**config.mk**
```make
export PLATFORM = sky130hd
export DESIGN_NAME = julian_date_to_calendar_core_flat
export DESIGN_NICKNAME = d
export VERILOG_FILES = /design/src/jdc_pkg.sv /design/src/jdc_if.sv /design/src/jdc_cdiv.sv /design/src/jdc_pipe_ctrl.sv /design/src/julian_date_to_calendar_core.sv /design/src/flat_wrapper.sv
export SDC_FILE = /design/constraint.sdc
export NUM_CORES = 2
export LEC_CHECK = 0
export BUFFER_PORTS_ARGS = -buffer_cell sky130_fd_sc_hd__buf_4
export CORE_MARGIN = 10
export CORE_UTILIZATION = 55
export CTS_CLUSTER_SIZE = 10
export DETAILED_ROUTE_END_ITERATION = 10
export GPL_ROUTABILITY_DRIVEN = 0
export PLACE_DENSITY = 0.71
export RECOVER_POWER = 100
export SLEW_MARGIN = 20
export SYNTH_ARGS = -nofsm -noshare
export SYNTH_HDL_FRONTEND = slang
export SYNTH_SLANG_ARGS = --single-unit
export TNS_END_PERCENT = 10
```
**constraint.sdc**
```tcl
create_clock -name clk -period 10 [get_ports clk]
set_clock_uncertainty 0.1 [all_clocks]
set_input_delay 2 -clock clk [delete_from_list [all_inputs] [get_ports clk]]
set_output_delay 2 -clock clk [all_outputs]
set_load 0.005 [all_outputs]
```
**src/jdc_pkg.sv**
```systemverilog
// Shared constants, types and helper functions for the Julian date to calendar converter.
package jdc_pkg;

	// Default fraction width of the incoming Julian date.
	localparam int FRAC_BITS_DEF = 24;

	// Field widths of the input and result transactions.
	localparam int JD_W     = 47;
	localparam int YEAR_W   = 16;
	localparam int MONTH_W  = 4;
	localparam int DAY_W    = 5;
	localparam int HOUR_W   = 5;
	localparam int MINUTE_W = 6;
	localparam int SECOND_W = 6;

	// First day number of the Gregorian calendar.
	localparam int GREG_SWITCH = 2299161;

	// Scaled integer forms of the calendar constants.
	localparam int ALPHA_OFS      = 7468865;  // 4 * 1867216.25
	localparam int ALPHA_DIV      = 146097;   // 4 * 36524.25
	localparam int B_OFS          = 1524;
	localparam int C_OFS          = 12210;    // 100 * 122.1
	localparam int C_DIV          = 36525;    // 100 * 365.25
	localparam int D_MUL          = 1461;     // 4 * 365.25
	localparam int E_MUL          = 10000;
	localparam int E_DIV          = 306001;   // 10000 * 30.6001
	localparam int YEAR_OFS_LATE  = 4716;
	localparam int YEAR_OFS_EARLY = 4715;
	localparam int MONTH_WRAP     = 14;
	localparam int MONTH_LATE_OFS = 13;
	localparam int MONTH_MARCH    = 3;

	// Day count left over after whole years stays below 512.
	localparam int BD_W = 9;

	// Quotient bits resolved per pipeline stage of a constant divider.
	localparam int DIV_STEPS = 4;

	// floor(30.6001 * e) for every value of the five-bit month index.
	localparam logic [9:0] MDAY_OFS [32] = '{
		10'd0,   10'd30,  10'd61,  10'd91,  10'd122, 10'd153, 10'd183, 10'd214,
		10'd244, 10'd275, 10'd306, 10'd336, 10'd367, 10'd397, 10'd428, 10'd459,
		10'd489, 10'd520, 10'd550, 10'd581, 10'd612, 10'd642, 10'd673, 10'd703,
		10'd734, 10'd765, 10'd795, 10'd826, 10'd856, 10'd887, 10'd918, 10'd948
	};

	// Quotient width of an unsigned num_w-bit dividend over a constant divisor.
	function automatic int quo_w(input int num_w, input int divisor);
		return num_w - $clog2(divisor + 1) + 1;
	endfunction

endpackage

```
**src/jdc_if.sv**
```systemverilog
// Valid/ready channel interfaces for Julian date input and calendar result transactions.
interface jdc_in_if;
	logic                       valid;
	logic                       ready;
	logic [jdc_pkg::JD_W-1:0]   julian_date;

	modport source (output valid, output julian_date, input ready);
	modport sink   (input valid, input julian_date, output ready);
endinterface

interface jdc_out_if;
	logic                              valid;
	logic                              ready;
	logic signed [jdc_pkg::YEAR_W-1:0] year;
	logic [jdc_pkg::MONTH_W-1:0]       month;
	logic [jdc_pkg::DAY_W-1:0]         day;
	logic [jdc_pkg::HOUR_W-1:0]        hour;
	logic [jdc_pkg::MINUTE_W-1:0]      minute;
	logic [jdc_pkg::SECOND_W-1:0]      second;

	modport source (output valid, output year, output month, output day, output hour,
		output minute, output second, input ready);
	modport sink   (input valid, input year, input month, input day, input hour,
		input minute, input second, output ready);
endinterface

```
**src/jdc_cdiv.sv**
```systemverilog
// Pipelined restoring divider by a constant, with a side payload carried alongside.
module jdc_cdiv #(
	parameter int NUM_W   = 26,
	parameter int DIVISOR = 146097,
	parameter int SIDE_W  = 1,
	localparam int QUO_W  = jdc_pkg::quo_w(NUM_W, DIVISOR),
	localparam int NSTG   = (QUO_W + jdc_pkg::DIV_STEPS - 1) / jdc_pkg::DIV_STEPS
) (
	input  logic              clk,
	input  logic [NSTG-1:0]   en,
	input  logic [NUM_W-1:0]  num,
	input  logic [SIDE_W-1:0] side_in,
	output logic [QUO_W-1:0]  quo,
	output logic [SIDE_W-1:0] side_out
);
	import jdc_pkg::*;

	localparam int REM_W = $clog2(DIVISOR);

	// Partial remainder, dividend bits still to shift in (quotient bits fill from the
	// bottom), and the payload that rides with the transaction.
	typedef struct packed {
		logic [REM_W-1:0]  rem;
		logic [QUO_W-1:0]  work;
		logic [SIDE_W-1:0] side;
	} div_stage_t;

	div_stage_t src [NSTG];
	div_stage_t stg_s [NSTG];

	// The top dividend bits are already below the divisor and seed the remainder.
	assign src[0] = {REM_W'(num[NUM_W-1:QUO_W]), num[QUO_W-1:0], side_in};

	for (genvar s = 0; s < NSTG; s++) begin : g_stage
		localparam int FIRST = s * DIV_STEPS;
		localparam int CNT   = (QUO_W - FIRST < DIV_STEPS) ? QUO_W - FIRST : DIV_STEPS;

		div_stage_t nxt;

		if (s > 0) begin : g_link
			assign src[s] = stg_s[s-1];
		end

		// Resolve up to DIV_STEPS quotient bits by compare and subtract.
		always_comb begin
			logic [REM_W:0] trial;
			logic           qbit;
			nxt = src[s];
			for (int i = 0; i < CNT; i++) begin
				trial = {nxt.rem, nxt.work[QUO_W-1]};
				qbit = (trial >= (REM_W+1)'(DIVISOR));
				nxt.work = {nxt.work[QUO_W-2:0], qbit};
				nxt.rem = qbit ? REM_W'(trial - (REM_W+1)'(DIVISOR)) : REM_W'(trial);
			end
		end

		always_ff @(posedge clk) begin
			if (en[s]) begin
				stg_s[s] <= nxt;
			end
		end
	end

	assign quo      = stg_s[NSTG-1].work;
	assign side_out = stg_s[NSTG-1].side;

endmodule

```
**src/jdc_pipe_ctrl.sv**
```systemverilog
// Valid tracking and per-stage load enables for the converter pipeline, with bubble collapsing.
module jdc_pipe_ctrl #(
	parameter int NSTG = 18
) (
	input  logic            clk,
	input  logic            arst_n,
	input  logic            in_valid,
	output logic            in_ready,
	output logic            out_valid,
	input  logic            out_ready,
	output logic [NSTG-1:0] en
);

	logic [NSTG-1:0] vld_q;
	logic [NSTG-1:0] vin;
	logic [NSTG:0]   rdy;

	// A stage can take new data when it is empty or its content moves on.
	always_comb begin
		rdy[NSTG] = out_ready;
		for (int i = NSTG - 1; i >= 0; i--) begin
			rdy[i] = ~vld_q[i] | rdy[i+1];
		end
	end

	assign vin = {vld_q[NSTG-2:0], in_valid};
	assign en  = vin & rdy[NSTG-1:0];

	// Valid bits advance with their data; a held stage keeps its transaction.
	always_ff @(posedge clk or negedge arst_n) begin
		if (!arst_n) begin
			vld_q <= '0;
		end else begin
			vld_q <= (vin & rdy[NSTG-1:0]) | (vld_q & ~rdy[NSTG-1:0]);
		end
	end

	assign in_ready  = rdy[0];
	assign out_valid = vld_q[NSTG-1];

endmodule

```
**src/julian_date_to_calendar_core.sv**
```systemverilog
// Julian date to calendar date and time of day converter, top level.
// Takes one Julian date transaction per cycle and returns year, month, day, hour, minute and
// second for each, in order. The pipeline holds three constant dividers (alpha, century
// count c, month index e) that resolve four quotient bits per stage. Throughput is one
// transaction per cycle while the output is ready, and a stalled output only holds the stages
// that are full, so bubbles still fill while a result waits. The Julian calendar is used
// before day 2299161, the Gregorian from then on; seconds are rounded to nearest and may
// read 60 with no carry into the minute.
module julian_date_to_calendar_core #(
	parameter int FRAC_BITS = jdc_pkg::FRAC_BITS_DEF
) (
	input  logic      clk,
	input  logic      arst_n,
	jdc_in_if.sink    julian,
	jdc_out_if.source calendar
);
	import jdc_pkg::*;

	localparam int JDH_W = JD_W + 1;
	localparam int Z_W   = JDH_W - FRAC_BITS;
	localparam int X1_W  = (Z_W + 2 > 23) ? Z_W + 2 : 23;
	localparam int Q1_W  = quo_w(X1_W, ALPHA_DIV);
	localparam int K1    = (Q1_W + DIV_STEPS - 1) / DIV_STEPS;
	localparam int B_W   = Z_W + 1;
	localparam int X2_W  = B_W + 7;
	localparam int Q2_W  = quo_w(X2_W, C_DIV);
	localparam int K2    = (Q2_W + DIV_STEPS - 1) / DIV_STEPS;
	localparam int P_W   = Q2_W + 11;
	localparam int X3_W  = BD_W + 14;
	localparam int Q3_W  = quo_w(X3_W, E_DIV);
	localparam int K3    = (Q3_W + DIV_STEPS - 1) / DIV_STEPS;
	localparam int T1_W  = FRAC_BITS + 5;
	localparam int T2_W  = FRAC_BITS + 6;

	// Stage positions along the valid chain.
	localparam int ST1  = 0;
	localparam int ST2  = 1;
	localparam int DV1  = 2;
	localparam int ST3  = DV1 + K1;
	localparam int ST4  = ST3 + 1;
	localparam int DV2  = ST4 + 1;
	localparam int ST5  = DV2 + K2;
	localparam int ST6  = ST5 + 1;
	localparam int ST7  = ST6 + 1;
	localparam int DV3  = ST7 + 1;
	localparam int ST8  = DV3 + K3;
	localparam int NSTG = ST8 + 1;

	localparam logic [JDH_W-1:0] HALF_JD = JDH_W'(1) << (FRAC_BITS - 1);
	localparam logic [T2_W-1:0]  HALF_T  = T2_W'(1) << (FRAC_BITS - 1);

	typedef struct packed {
		logic [HOUR_W-1:0]   hour;
		logic [MINUTE_W-1:0] minute;
		logic [SECOND_W-1:0] second;
	} tod_t;

	typedef struct packed {
		logic                 greg;
		logic [Z_W-1:0]       z;
		logic [HOUR_W-1:0]    hour;
		logic [FRAC_BITS-1:0] frac;
	} side1_t;

	typedef struct packed {
		logic [B_W-1:0] b;
		tod_t           tod;
	} side2_t;

	typedef struct packed {
		logic [BD_W-1:0] bd;
		logic [Q2_W-1:0] c;
		tod_t            tod;
	} side3_t;

	logic [NSTG-1:0] en;

	// Handshake control for the whole pipeline.
	jdc_pipe_ctrl #(.NSTG(NSTG)) u_ctrl (
		.clk       (clk),
		.arst_n    (arst_n),
		.in_valid  (julian.valid),
		.in_ready  (julian.ready),
		.out_valid (calendar.valid),
		.out_ready (calendar.ready),
		.en        (en)
	);

	// Stage 1: shift the day boundary to midnight and split day number and fraction.
	logic [JDH_W-1:0]     jd_sum;
	logic [Z_W-1:0]       z_s1;
	logic [FRAC_BITS-1:0] frac_s1;

	assign jd_sum = {1'b0, julian.julian_date} + HALF_JD;

	always_ff @(posedge clk) begin
		if (en[ST1]) begin
			z_s1    <= jd_sum[JDH_W-1:FRAC_BITS];
			frac_s1 <= jd_sum[FRAC_BITS-1:0];
		end
	end

	// Stage 2: Gregorian test, alpha dividend, and hours from the day fraction.
	logic                 greg;
	logic [T1_W-1:0]      t1;
	logic                 greg_s2;
	logic [X1_W-1:0]      x1_s2;
	logic [Z_W-1:0]       z_s2;
	logic [HOUR_W-1:0]    hour_s2;
	logic [FRAC_BITS-1:0] frac_s2;

	assign greg = (64'(z_s1) >= 64'(GREG_SWITCH));
	assign t1   = (T1_W'(frac_s1) << 4) + (T1_W'(frac_s1) << 3);

	always_ff @(posedge clk) begin
		if (en[ST2]) begin
			greg_s2 <= greg;
			x1_s2   <= greg ? (X1_W'(z_s1) << 2) - X1_W'(ALPHA_OFS) : '0;
			z_s2    <= z_s1;
			hour_s2 <= t1[T1_W-1:FRAC_BITS];
			frac_s2 <= t1[FRAC_BITS-1:0];
		end
	end

	// Century correction alpha.
	logic [Q1_W-1:0] alpha;
	side1_t          side1_in;
	side1_t          side1_out;

	assign side1_in = '{greg: greg_s2, z: z_s2, hour: hour_s2, frac: frac_s2};

	jdc_cdiv #(
		.NUM_W   (X1_W),
		.DIVISOR (ALPHA_DIV),
		.SIDE_W  ($bits(side1_t))
	) u_div_alpha (
		.clk      (clk),
		.en       (en[DV1 +: K1]),
		.num      (x1_s2),
		.side_in  (side1_in),
		.quo      (alpha),
		.side_out (side1_out)
	);

	// Stage 3: day count b, and minutes from the remaining fraction.
	logic [B_W-1:0]       b_ofs;
	logic [T2_W-1:0]      t2;
	logic [B_W-1:0]       b_s3;
	logic [HOUR_W-1:0]    hour_s3;
	logic [MINUTE_W-1:0]  minute_s3;
	logic [FRAC_BITS-1:0] frac_s3;

	assign b_ofs = side1_out.greg
		? B_W'(B_OFS + 1) + B_W'(alpha) - B_W'(alpha >> 2)
		: B_W'(B_OFS);
	assign t2 = (T2_W'(side1_out.frac) << 6) - (T2_W'(side1_out.frac) << 2);

	always_ff @(posedge clk) begin
		if (en[ST3]) begin
			b_s3      <= B_W'(side1_out.z) + b_ofs;
			hour_s3   <= side1_out.hour;
			minute_s3 <= t2[T2_W-1:FRAC_BITS];
			frac_s3   <= t2[FRAC_BITS-1:0];
		end
	end

	// Stage 4: dividend for c, and rounded seconds.
	logic [X2_W-1:0] b_ext;
	logic [T2_W-1:0] t3;
	logic [X2_W-1:0] x2_s4;
	side2_t          side2_s4;

	assign b_ext = X2_W'(b_s3);
	assign t3    = (T2_W'(frac_s3) << 6) - (T2_W'(frac_s3) << 2) + HALF_T;

	always_ff @(posedge clk) begin
		if (en[ST4]) begin
			x2_s4    <= (b_ext << 6) + (b_ext << 5) + (b_ext << 2) - X2_W'(C_OFS);
			side2_s4 <= '{b: b_s3,
				tod: '{hour: hour_s3, minute: minute_s3, second: t3[T2_W-1:FRAC_BITS]}};
		end
	end

	// Year count c.
	logic [Q2_W-1:0] c_quo;
	side2_t          side2_out;

	jdc_cdiv #(
		.NUM_W   (X2_W),
		.DIVISOR (C_DIV),
		.SIDE_W  ($bits(side2_t))
	) u_div_c (
		.clk      (clk),
		.en       (en[DV2 +: K2]),
		.num      (x2_s4),
		.side_in  (side2_s4),
		.quo      (c_quo),
		.side_out (side2_out)
	);

	// Stage 5: days in whole years, 1461 * c.
	logic [P_W-1:0]  prod_s5;
	logic [Q2_W-1:0] c_s5;
	logic [B_W-1:0]  b_s5;
	tod_t            tod_s5;

	always_ff @(posedge clk) begin
		if (en[ST5]) begin
			prod_s5 <= P_W'(c_quo) * P_W'(D_MUL);
			c_s5    <= c_quo;
			b_s5    <= side2_out.b;
			tod_s5  <= side2_out.tod;
		end
	end

	// Stage 6: days left in the year; the difference always fits in BD_W bits.
	logic [BD_W-1:0] bd_s6;
	logic [Q2_W-1:0] c_s6;
	tod_t            tod_s6;

	always_ff @(posedge clk) begin
		if (en[ST6]) begin
			bd_s6  <= b_s5[BD_W-1:0] - prod_s5[BD_W+1:2];
			c_s6   <= c_s5;
			tod_s6 <= tod_s5;
		end
	end

	// Stage 7: dividend for the month index.
	logic [X3_W-1:0] x3_s7;
	side3_t          side3_s7;

	always_ff @(posedge clk) begin
		if (en[ST7]) begin
			x3_s7    <= X3_W'(bd_s6) * X3_W'(E_MUL);
			side3_s7 <= '{bd: bd_s6, c: c_s6, tod: tod_s6};
		end
	end

	// Month index e.
	logic [Q3_W-1:0] e_quo;
	side3_t          side3_out;

	jdc_cdiv #(
		.NUM_W   (X3_W),
		.DIVISOR (E_DIV),
		.SIDE_W  ($bits(side3_t))
	) u_div_e (
		.clk      (clk),
		.en       (en[DV3 +: K3]),
		.num      (x3_s7),
		.side_in  (side3_s7),
		.quo      (e_quo),
		.side_out (side3_out)
	);

	// Stage 8: month, year and day of month into the output register.
	logic [Q3_W-1:0]         mon_full;
	logic [MONTH_W-1:0]      mon;
	logic [9:0]              mday_ofs;
	logic signed [YEAR_W-1:0] year_s8;
	logic [MONTH_W-1:0]      month_s8;
	logic [DAY_W-1:0]        day_s8;
	tod_t                    tod_s8;

	assign mon_full = (e_quo < Q3_W'(MONTH_WRAP))
		? e_quo - Q3_W'(1)
		: e_quo - Q3_W'(MONTH_LATE_OFS);
	assign mon      = mon_full[MONTH_W-1:0];
	assign mday_ofs = MDAY_OFS[e_quo];

	always_ff @(posedge clk) begin
		if (en[ST8]) begin
			month_s8 <= mon;
			year_s8  <= YEAR_W'(side3_out.c) - ((mon >= MONTH_W'(MONTH_MARCH))
				? YEAR_W'(YEAR_OFS_LATE) : YEAR_W'(YEAR_OFS_EARLY));
			day_s8   <= side3_out.bd[DAY_W-1:0] - mday_ofs[DAY_W-1:0];
			tod_s8   <= side3_out.tod;
		end
	end

	assign calendar.year   = year_s8;
	assign calendar.month  = month_s8;
	assign calendar.day    = day_s8;
	assign calendar.hour   = tod_s8.hour;
	assign calendar.minute = tod_s8.minute;
	assign calendar.second = tod_s8.second;

endmodule

```
**src/flat_wrapper.sv**
```systemverilog
// flat-port wrapper written by rule: the top's interface ports become plain ports
module julian_date_to_calendar_core_flat import jdc_pkg::*;
#(
	parameter int FRAC_BITS = jdc_pkg::FRAC_BITS_DEF
)
  (clk, arst_n, julian_valid, julian_julian_date, julian_ready, calendar_valid, calendar_year, calendar_month, calendar_day, calendar_hour, calendar_minute, calendar_second, calendar_ready);
  jdc_in_if julian_i ();
  jdc_out_if calendar_i ();
  input  logic clk;
  input  logic arst_n;
  input wire logic [$bits(julian_i.valid)-1:0] julian_valid;
  input wire logic [$bits(julian_i.julian_date)-1:0] julian_julian_date;
  output wire logic [$bits(julian_i.ready)-1:0] julian_ready;
  output wire logic [$bits(calendar_i.valid)-1:0] calendar_valid;
  output wire logic [$bits(calendar_i.year)-1:0] calendar_year;
  output wire logic [$bits(calendar_i.month)-1:0] calendar_month;
  output wire logic [$bits(calendar_i.day)-1:0] calendar_day;
  output wire logic [$bits(calendar_i.hour)-1:0] calendar_hour;
  output wire logic [$bits(calendar_i.minute)-1:0] calendar_minute;
  output wire logic [$bits(calendar_i.second)-1:0] calendar_second;
  input wire logic [$bits(calendar_i.ready)-1:0] calendar_ready;
  assign julian_i.valid = julian_valid;
  assign julian_i.julian_date = julian_julian_date;
  assign julian_ready = julian_i.ready;
  assign calendar_valid = calendar_i.valid;
  assign calendar_year = calendar_i.year;
  assign calendar_month = calendar_i.month;
  assign calendar_day = calendar_i.day;
  assign calendar_hour = calendar_i.hour;
  assign calendar_minute = calendar_i.minute;
  assign calendar_second = calendar_i.second;
  assign calendar_i.ready = calendar_ready;
  julian_date_to_calendar_core #(.FRAC_BITS(FRAC_BITS)) u_core (.clk(clk), .arst_n(arst_n), .julian(julian_i), .calendar(calendar_i));
endmodule
```
Word-level counts from Yosys, hierarchy flattened --
Memories as Yosys holds them, arrays and structs flattened. Index checks and enable logic that the tools add are counted.
Storage, ports and cells: bits in read-only memories 320, memories 4, flip-flop bits (word level) 481, memory bits (writable) 752
Cells by class: muxes and demuxes 56, bitwise logic cells 41, add/subtract/negate cells 48, multiply operators 2, $lt $le $gt $ge 35
Memory list:
- u_core.u_div_c.stg_s | depth 5, bits a word 75, rd ports 5, clocked after Yosys merged registers in 0, write ports 5, line jdc_cdiv.sv:29 | div_stage_t stg_s [NSTG];
- (no name shown) | depth 32, bits a word 10, rd ports 1, clocked after Yosys merged registers in 0, write ports 0, line julian_date_to_calendar_core.sv:270 | assign mday_ofs = MDAY_OFS[e_quo];
- u_core.u_div_alpha.stg_s | depth 3, bits a word 81, rd ports 3, clocked after Yosys merged registers in 0, write ports 3, line jdc_cdiv.sv:29
- u_core.u_div_e.stg_s | depth 2, bits a word 67, rd ports 2, clocked after Yosys merged registers in 0, write ports 2, line jdc_cdiv.sv:29
Operators with widths (count):
- $ge A17 B16 Y1 const B | 16
- $mux W16 | 17
- $sub A16 B16 Y16 const B | 17
- $mux W18 | 9
- $sub A18 B18 Y18 const B | 9
- $ge A19 B18 Y1 const B | 8
- $mux W19 | 5
- $sub A19 B19 Y19 const B | 5
- $ge A20 B19 Y1 const B | 4
- $sub A30 B26 Y30 | 2
- $add A47 B24 Y48 const B | 1
- $and A18 B18 Y18 | 2
- $add A31 B30 Y32 | 1
- $add A32 B27 Y32 | 1
- $sub A32 B14 Y32 const B | 1
- $add A30 B24 Y30 const B | 1
- $add A28 B27 Y29 | 1
- $sub A26 B23 Y26 const B | 1
- $add A24 B25 Y25 | 1
- $mux W25 | 1
- $sub A25 B7 Y25 | 1
- $ge A24 B22 Y1 const B | 1
- $mux W1 | 20
- $ge A19 B19 Y1 const B | 1
- 21 further kinds | 56

Logic depth before layout (Yosys ltp) --
word-level depth 22, depth in mapped cells 39, depth with buffers taken out 36

Modules after synthesis --
A second synthesis with hierarchy kept.
Second synthesis, totals: cell total of the unflattened synthesis 5998, area total of the unflattened synthesis 68831.0 um^2
Modules (own cells, without submodules):
- julian_date_to_calendar_core | area an instance 24374.6 um^2, times used 1, seq. area each 13482.9 um^2, cells an instance 1877
- jdc_cdiv (u_core.u_div_c) | area an instance 22658.0 um^2, times used 1, seq. area each 10780.3 um^2, cells an instance 2147
- jdc_cdiv (u_core.u_div_alpha) | area an instance 13272.7 um^2, times used 1, seq. area each 6756.5 um^2, cells an instance 1185
- jdc_cdiv (u_core.u_div_e) | area an instance 7636.1 um^2, times used 1, seq. area each 3453.3 um^2, cells an instance 710
- jdc_pipe_ctrl | area an instance 889.6 um^2, times used 1, seq. area each 450.4 um^2, cells an instance 79

Worst setup path after synthesis --
OpenSTA, ideal clock, no wires.
path type register -> register, start reg, netlist name u_core.side3_s7[35], end mem u_core.u_div_e.stg_s[0][54] (netlist name) (data pin), cell stages (with the launch flop) 39, slack 1.965 ns, period minus slack after synthesis 8.035 ns, library setup time 0.268 ns, buffers on the path 4, arrival time 7.666 ns, path through edfxtp_1 inv_1 ha_1 or4bb_1 nor4_4 o21ai_2 buf_2 a221o_1 o31a_1 nor4b_2 a211oi_2 nand2_1 inv_1 clkbuf_1 clkbuf_1 ha_1 a211oi_1 o21ai_0 [3 not listed] a22oi_2 nand4_1 nand2_2 inv_2 ha_1 nor2_1 nor2_1 nor3_1 o221ai_1 a21oi_1 nor2_1 a221o_1 a221oi_1 o21a_1 buf_4 a21oi_1 a21oi_1 xnor2_1
RTL lines (line):
- end, declared | jdc_cdiv.sv:29

==> qor_table.md <==
| Parameter | Reported |
|:---|:---|
| Outcome | finished with violations |
| Violations in the final reports | max-capacitance violations, max-slew violations |
| Average routed wire per standard cell | 16.89 um |
| # setup viols final | 0 |
| Number of DRC markers after the initial detailed-route iteration | 3119 |
| Worst relative slew slack | -1.519 |
| Final Net Count | 6032 |
| Vias per cell | 5.832 |
| Data arrival time of the critical path | 9650 ps |
| Critical Path Start Type | flip-flop |
| Critical Path Sink Type | flip-flop |
| Num CTS Buffers | 117 |
| Count of mapped cells out of synthesis | 5533 |
| Post-detailed-route count of antenna-violating nets | 0 |
| Count of maximum capacitance violations | 18 |
| Flip-flop cell with the highest count after synthesis | edfxtp_1 |
| Drt total wl | 121.1 mm |
| #FFs+latches synth | 1027 |
| Starting utilization of the core area | 0.5543 |
| Standard-cell rows | 122 |
| Remaining global-route overflow | 0 |
| Critical path type | reg2reg |
| Final core area utilization | 0.6023 |
| First drt pass iteration count | 6 |
| Post-route fraction of the period consumed by the critical path | 0.9322 |
| Clock root cell | clkbuf_16 |
| Maximum fanout along the worst path | 28 |
| Count of buffers from port buffering | 94 |
| Avg Synthesized Cell Area | 11.09 um2 |
| Number of buffers between clock root and the deepest sink | 3 |
| DIE HEIGHT | 354.0 um |
| Fraction of synthesis flops using an asynchronous set or reset pin | 0.01753 |
| Setup repair after global routing missed its margin | false |
| GRT Total Usage | 0.1886 |
| Syn_nets | 5942 |
| Sink count of the clock tree | 1027 |
| Portion of the post-synthesis area used by sequential elements | 0.5013 |
| Worst hold path class | reg2reg |
| Hold buffers post-CTS | 0 |
| Final Hold Fails | 0 |
| Number of global-route vias before repair | 40.67k |
| Number of unique standard cell types used by synthesis | 138 |
| Antenna diode instance count | 0 |
| Area of the mapped netlist | 61350 um2 |
| Number of enable-type register cells in the synthesized netlist | 1009 |
| Sum of net half-perimeters after detailed placement | 89.25 mm |
| Antenna violations before repair | 0 |
| Worst EP required | 10320 ps |
| Residual DRC count | 0 |
| Number of warnings printed during yosys synthesis | 0 |
| Setup TNS | 0 ps |
| Number of buffers added for setup after CTS | 0 |
| Area growth, synth to finish | 8.652% |
| Die X | 354.0 um |
| TritonCTS clock tree | built |
| Minimum setup slack among reg-to-reg paths | 680 ps |
| Worst slew pin tran | 3778 ps |
| Fin crit period | 9322 ps |
| Total number of H-tree levels | 3 |
| Die ar. | 125300 um2 |
| Via count | 41.81k |
| First-pass GRT wire length | 201.2 mm |
| Peak Freq | 0.1073 GHz |
| Maximum number of pins on one net before global-route repair | 71 |
| I/O pin count | 95 |
| Share of post-route cells with drive strength above 1 | 0.07076 |
| Placeable Area | 110700 um2 |
| Clk pin slew, worst setup/hold paths | 70 ps |
| Fillers | 8885 |
| Max-slew violation total from the final report | 975 |
| Clock latency at the later pin of the worst-skew pair | 720 ps |
[cells in the final DEF, fill, tap and decap left out, drive strengths merged, types with 56 or more instances in the layout]
cell type	instances
nand3	141
clkbuf	249
xnor2	427
and2	70
nor3	135
ha	302
inv	376
nand2b	63
fa	56
nor2	417
nand2	399
a21oi	306
xor2	180
a21o	79
a211oi	60
edfxtp	1009
o21ai	280
[critical path: stages (launching register included)]
cell,delay (ps)
edfxtp_1,530
or4_1,640
a221o_1,400
a221oi_1,270
clkbuf_1,900
inv_1,510
or3_1,510
a32o_1,320
o211a_1,250
o21a_4,340
nor2_8,220
xnor2_1,170
ha_1,250
o31ai_1,270
nor3_1,80
a221oi_1,300
o221a_2,320
o311ai_4,100
buf_4,250
inv_2,200
mux2i_1,280
o21ai_1,130
a21oi_1,350
o2111a_1,220
o21a_1,470
inv_2,190
and2_1,180
mux2_2,250
[worst paths after layout]
check,startpoint,end,cells after the start
setup / recovery,u_core.u_div_alpha.stg_s[0][62]$_DFFE_PP_,u_core.u_div_alpha.stg_s[0][150]$_DFFE_PP_,27
hold / removal,u_core.z_s2[13]$_DFFE_PP_,u_core.u_div_alpha.stg_s[0][42]$_DFFE_PP_,0
setup reg to reg,u_core.u_div_alpha.stg_s[0][62]$_DFFE_PP_,u_core.u_div_alpha.stg_s[0][150]$_DFFE_PP_,27
hold reg to reg,u_core.z_s2[13]$_DFFE_PP_,u_core.u_div_alpha.stg_s[0][42]$_DFFE_PP_,0
max in group asynchronous,arst_n,asynchronous set/reset pin,1
min in group asynchronous,arst_n,asynchronous set/reset pin,1
[cell type report]
| cell class | instances | area, um2 | share of cell area |
|---|---|---|---|
| Tap cell | 1488 | 1862 | 0.02793 |
| Sequential cell | 1027 | 30750 | 0.4613 |
| Clock inverter | 17 | 276.5 | 0.004149 |
| Inverter | 376 | 1414 | 0.02121 |
| Clock buffer | 160 | 3142 | 0.04714 |
| Timing Repair Buffer | 126 | 795.8 | 0.01194 |
| Multi-Input combinational cell | 3975 | 28410 | 0.4263 |
[registers in the layout (all words and copies together), names as in the netlist, 25 cells and up, named ones only]
signal                    cells
u_core.u_div_c.stg_s        267
u_core.u_div_alpha.stg_s    215
u_core.u_div_e.stg_s        104
u_core.side3_s7              38
u_core.x2_s4                 30
u_core.side2_s4              26
u_core.b_s3                  25
u_core.x1_s2                 25
[per-layer routing]
metal	vias up	part of all wire	global-route usage	routed length (um)
met5	-	0	0	0
met4	0	0.027	0.05778	3224
met3	214	0.046	0.02652	5567
met2	1114	0.49	0.3311	59480
met1	19840	0.44	0.2400	52820
li1	20640	-	-	-
[cell usage after synthesis, types with 32 or more instances]
cell / n / area, um2
nor4_1: 40 / 250.2
o21ai_0: 254 / 1271
nor3_1: 126 / 630.6
edfxtp_1: 1009 / 30300
o21a_1: 49 / 367.9
nor2b_1: 49 / 306.5
a21boi_0: 39 / 292.8
o211ai_1: 50 / 375.4
inv_1: 361 / 1355
and2_1: 67 / 419.2
mux2i_1: 46 / 460.4
xnor2_1: 424 / 3714
nand2b_1: 63 / 394.1
xor2_1: 178 / 1559
o22ai_1: 32 / 200.2
nor2_1: 405 / 1520
and3_1: 39 / 244.0
a21o_1: 79 / 593.1
fa_1: 56 / 1121
or3_1: 52 / 325.3
buf_2: 61 / 305.3
nand4_1: 46 / 287.8
nand2_1: 396 / 1486
nand3_1: 141 / 705.7
clkbuf_1: 72 / 270.3
a211oi_1: 54 / 405.4
a31oi_1: 49 / 306.5
ha_1: 302 / 3779
a21oi_1: 295 / 1476
[cell families (layout without fill, tap and decap cells)]
| family | Yosys count | in the layout | synth area share |
|---|---|---|---|
| compound gates | 1316 | 1316 | 0.1494 |
| xor+xnor | 608 | 608 | 0.08764 |
| fa+ha+maj | 358 | 358 | 0.07987 |
| buf+inv | 531 | 679 | 0.03463 |
| flops | 1027 | 1027 | 0.5013 |
| mux | 74 | 74 | 0.01301 |
| other cells | 1 | 1 | 0.00006113 |
| simple gates | 1618 | 1618 | 0.1341 |
[per-stage QoR]
stage | hold WS (ps) | worst slack [ps] | area (um2) | std cells
floorplan | 300.3 | 1965 | 61350 | 5533
detailed placement | 304.5 | 488.9 | 63530 | 6991
CTS | 269.4 | 377.7 | 66950 | 7168
global placement | 300.3 | 653.1 | 63530 | 6991
global route | 283.8 | 13.84 | 66650 | 7169
finish | 278.6 | 677.6 | 66650 | 7169
[timing repair]
| action | 4_1_cts | 5_1_grt |
|---|---|---|
| gates resized for setup | 0 | 3 |
| setup endpoints to repair | 0 | 16 |
| endpoints found under the hold margin | 0 | 0 |
Power is left out: the tool's default activity adds up to more than one toggle a clock period on the data nets, which glitch-free logic cannot reach.
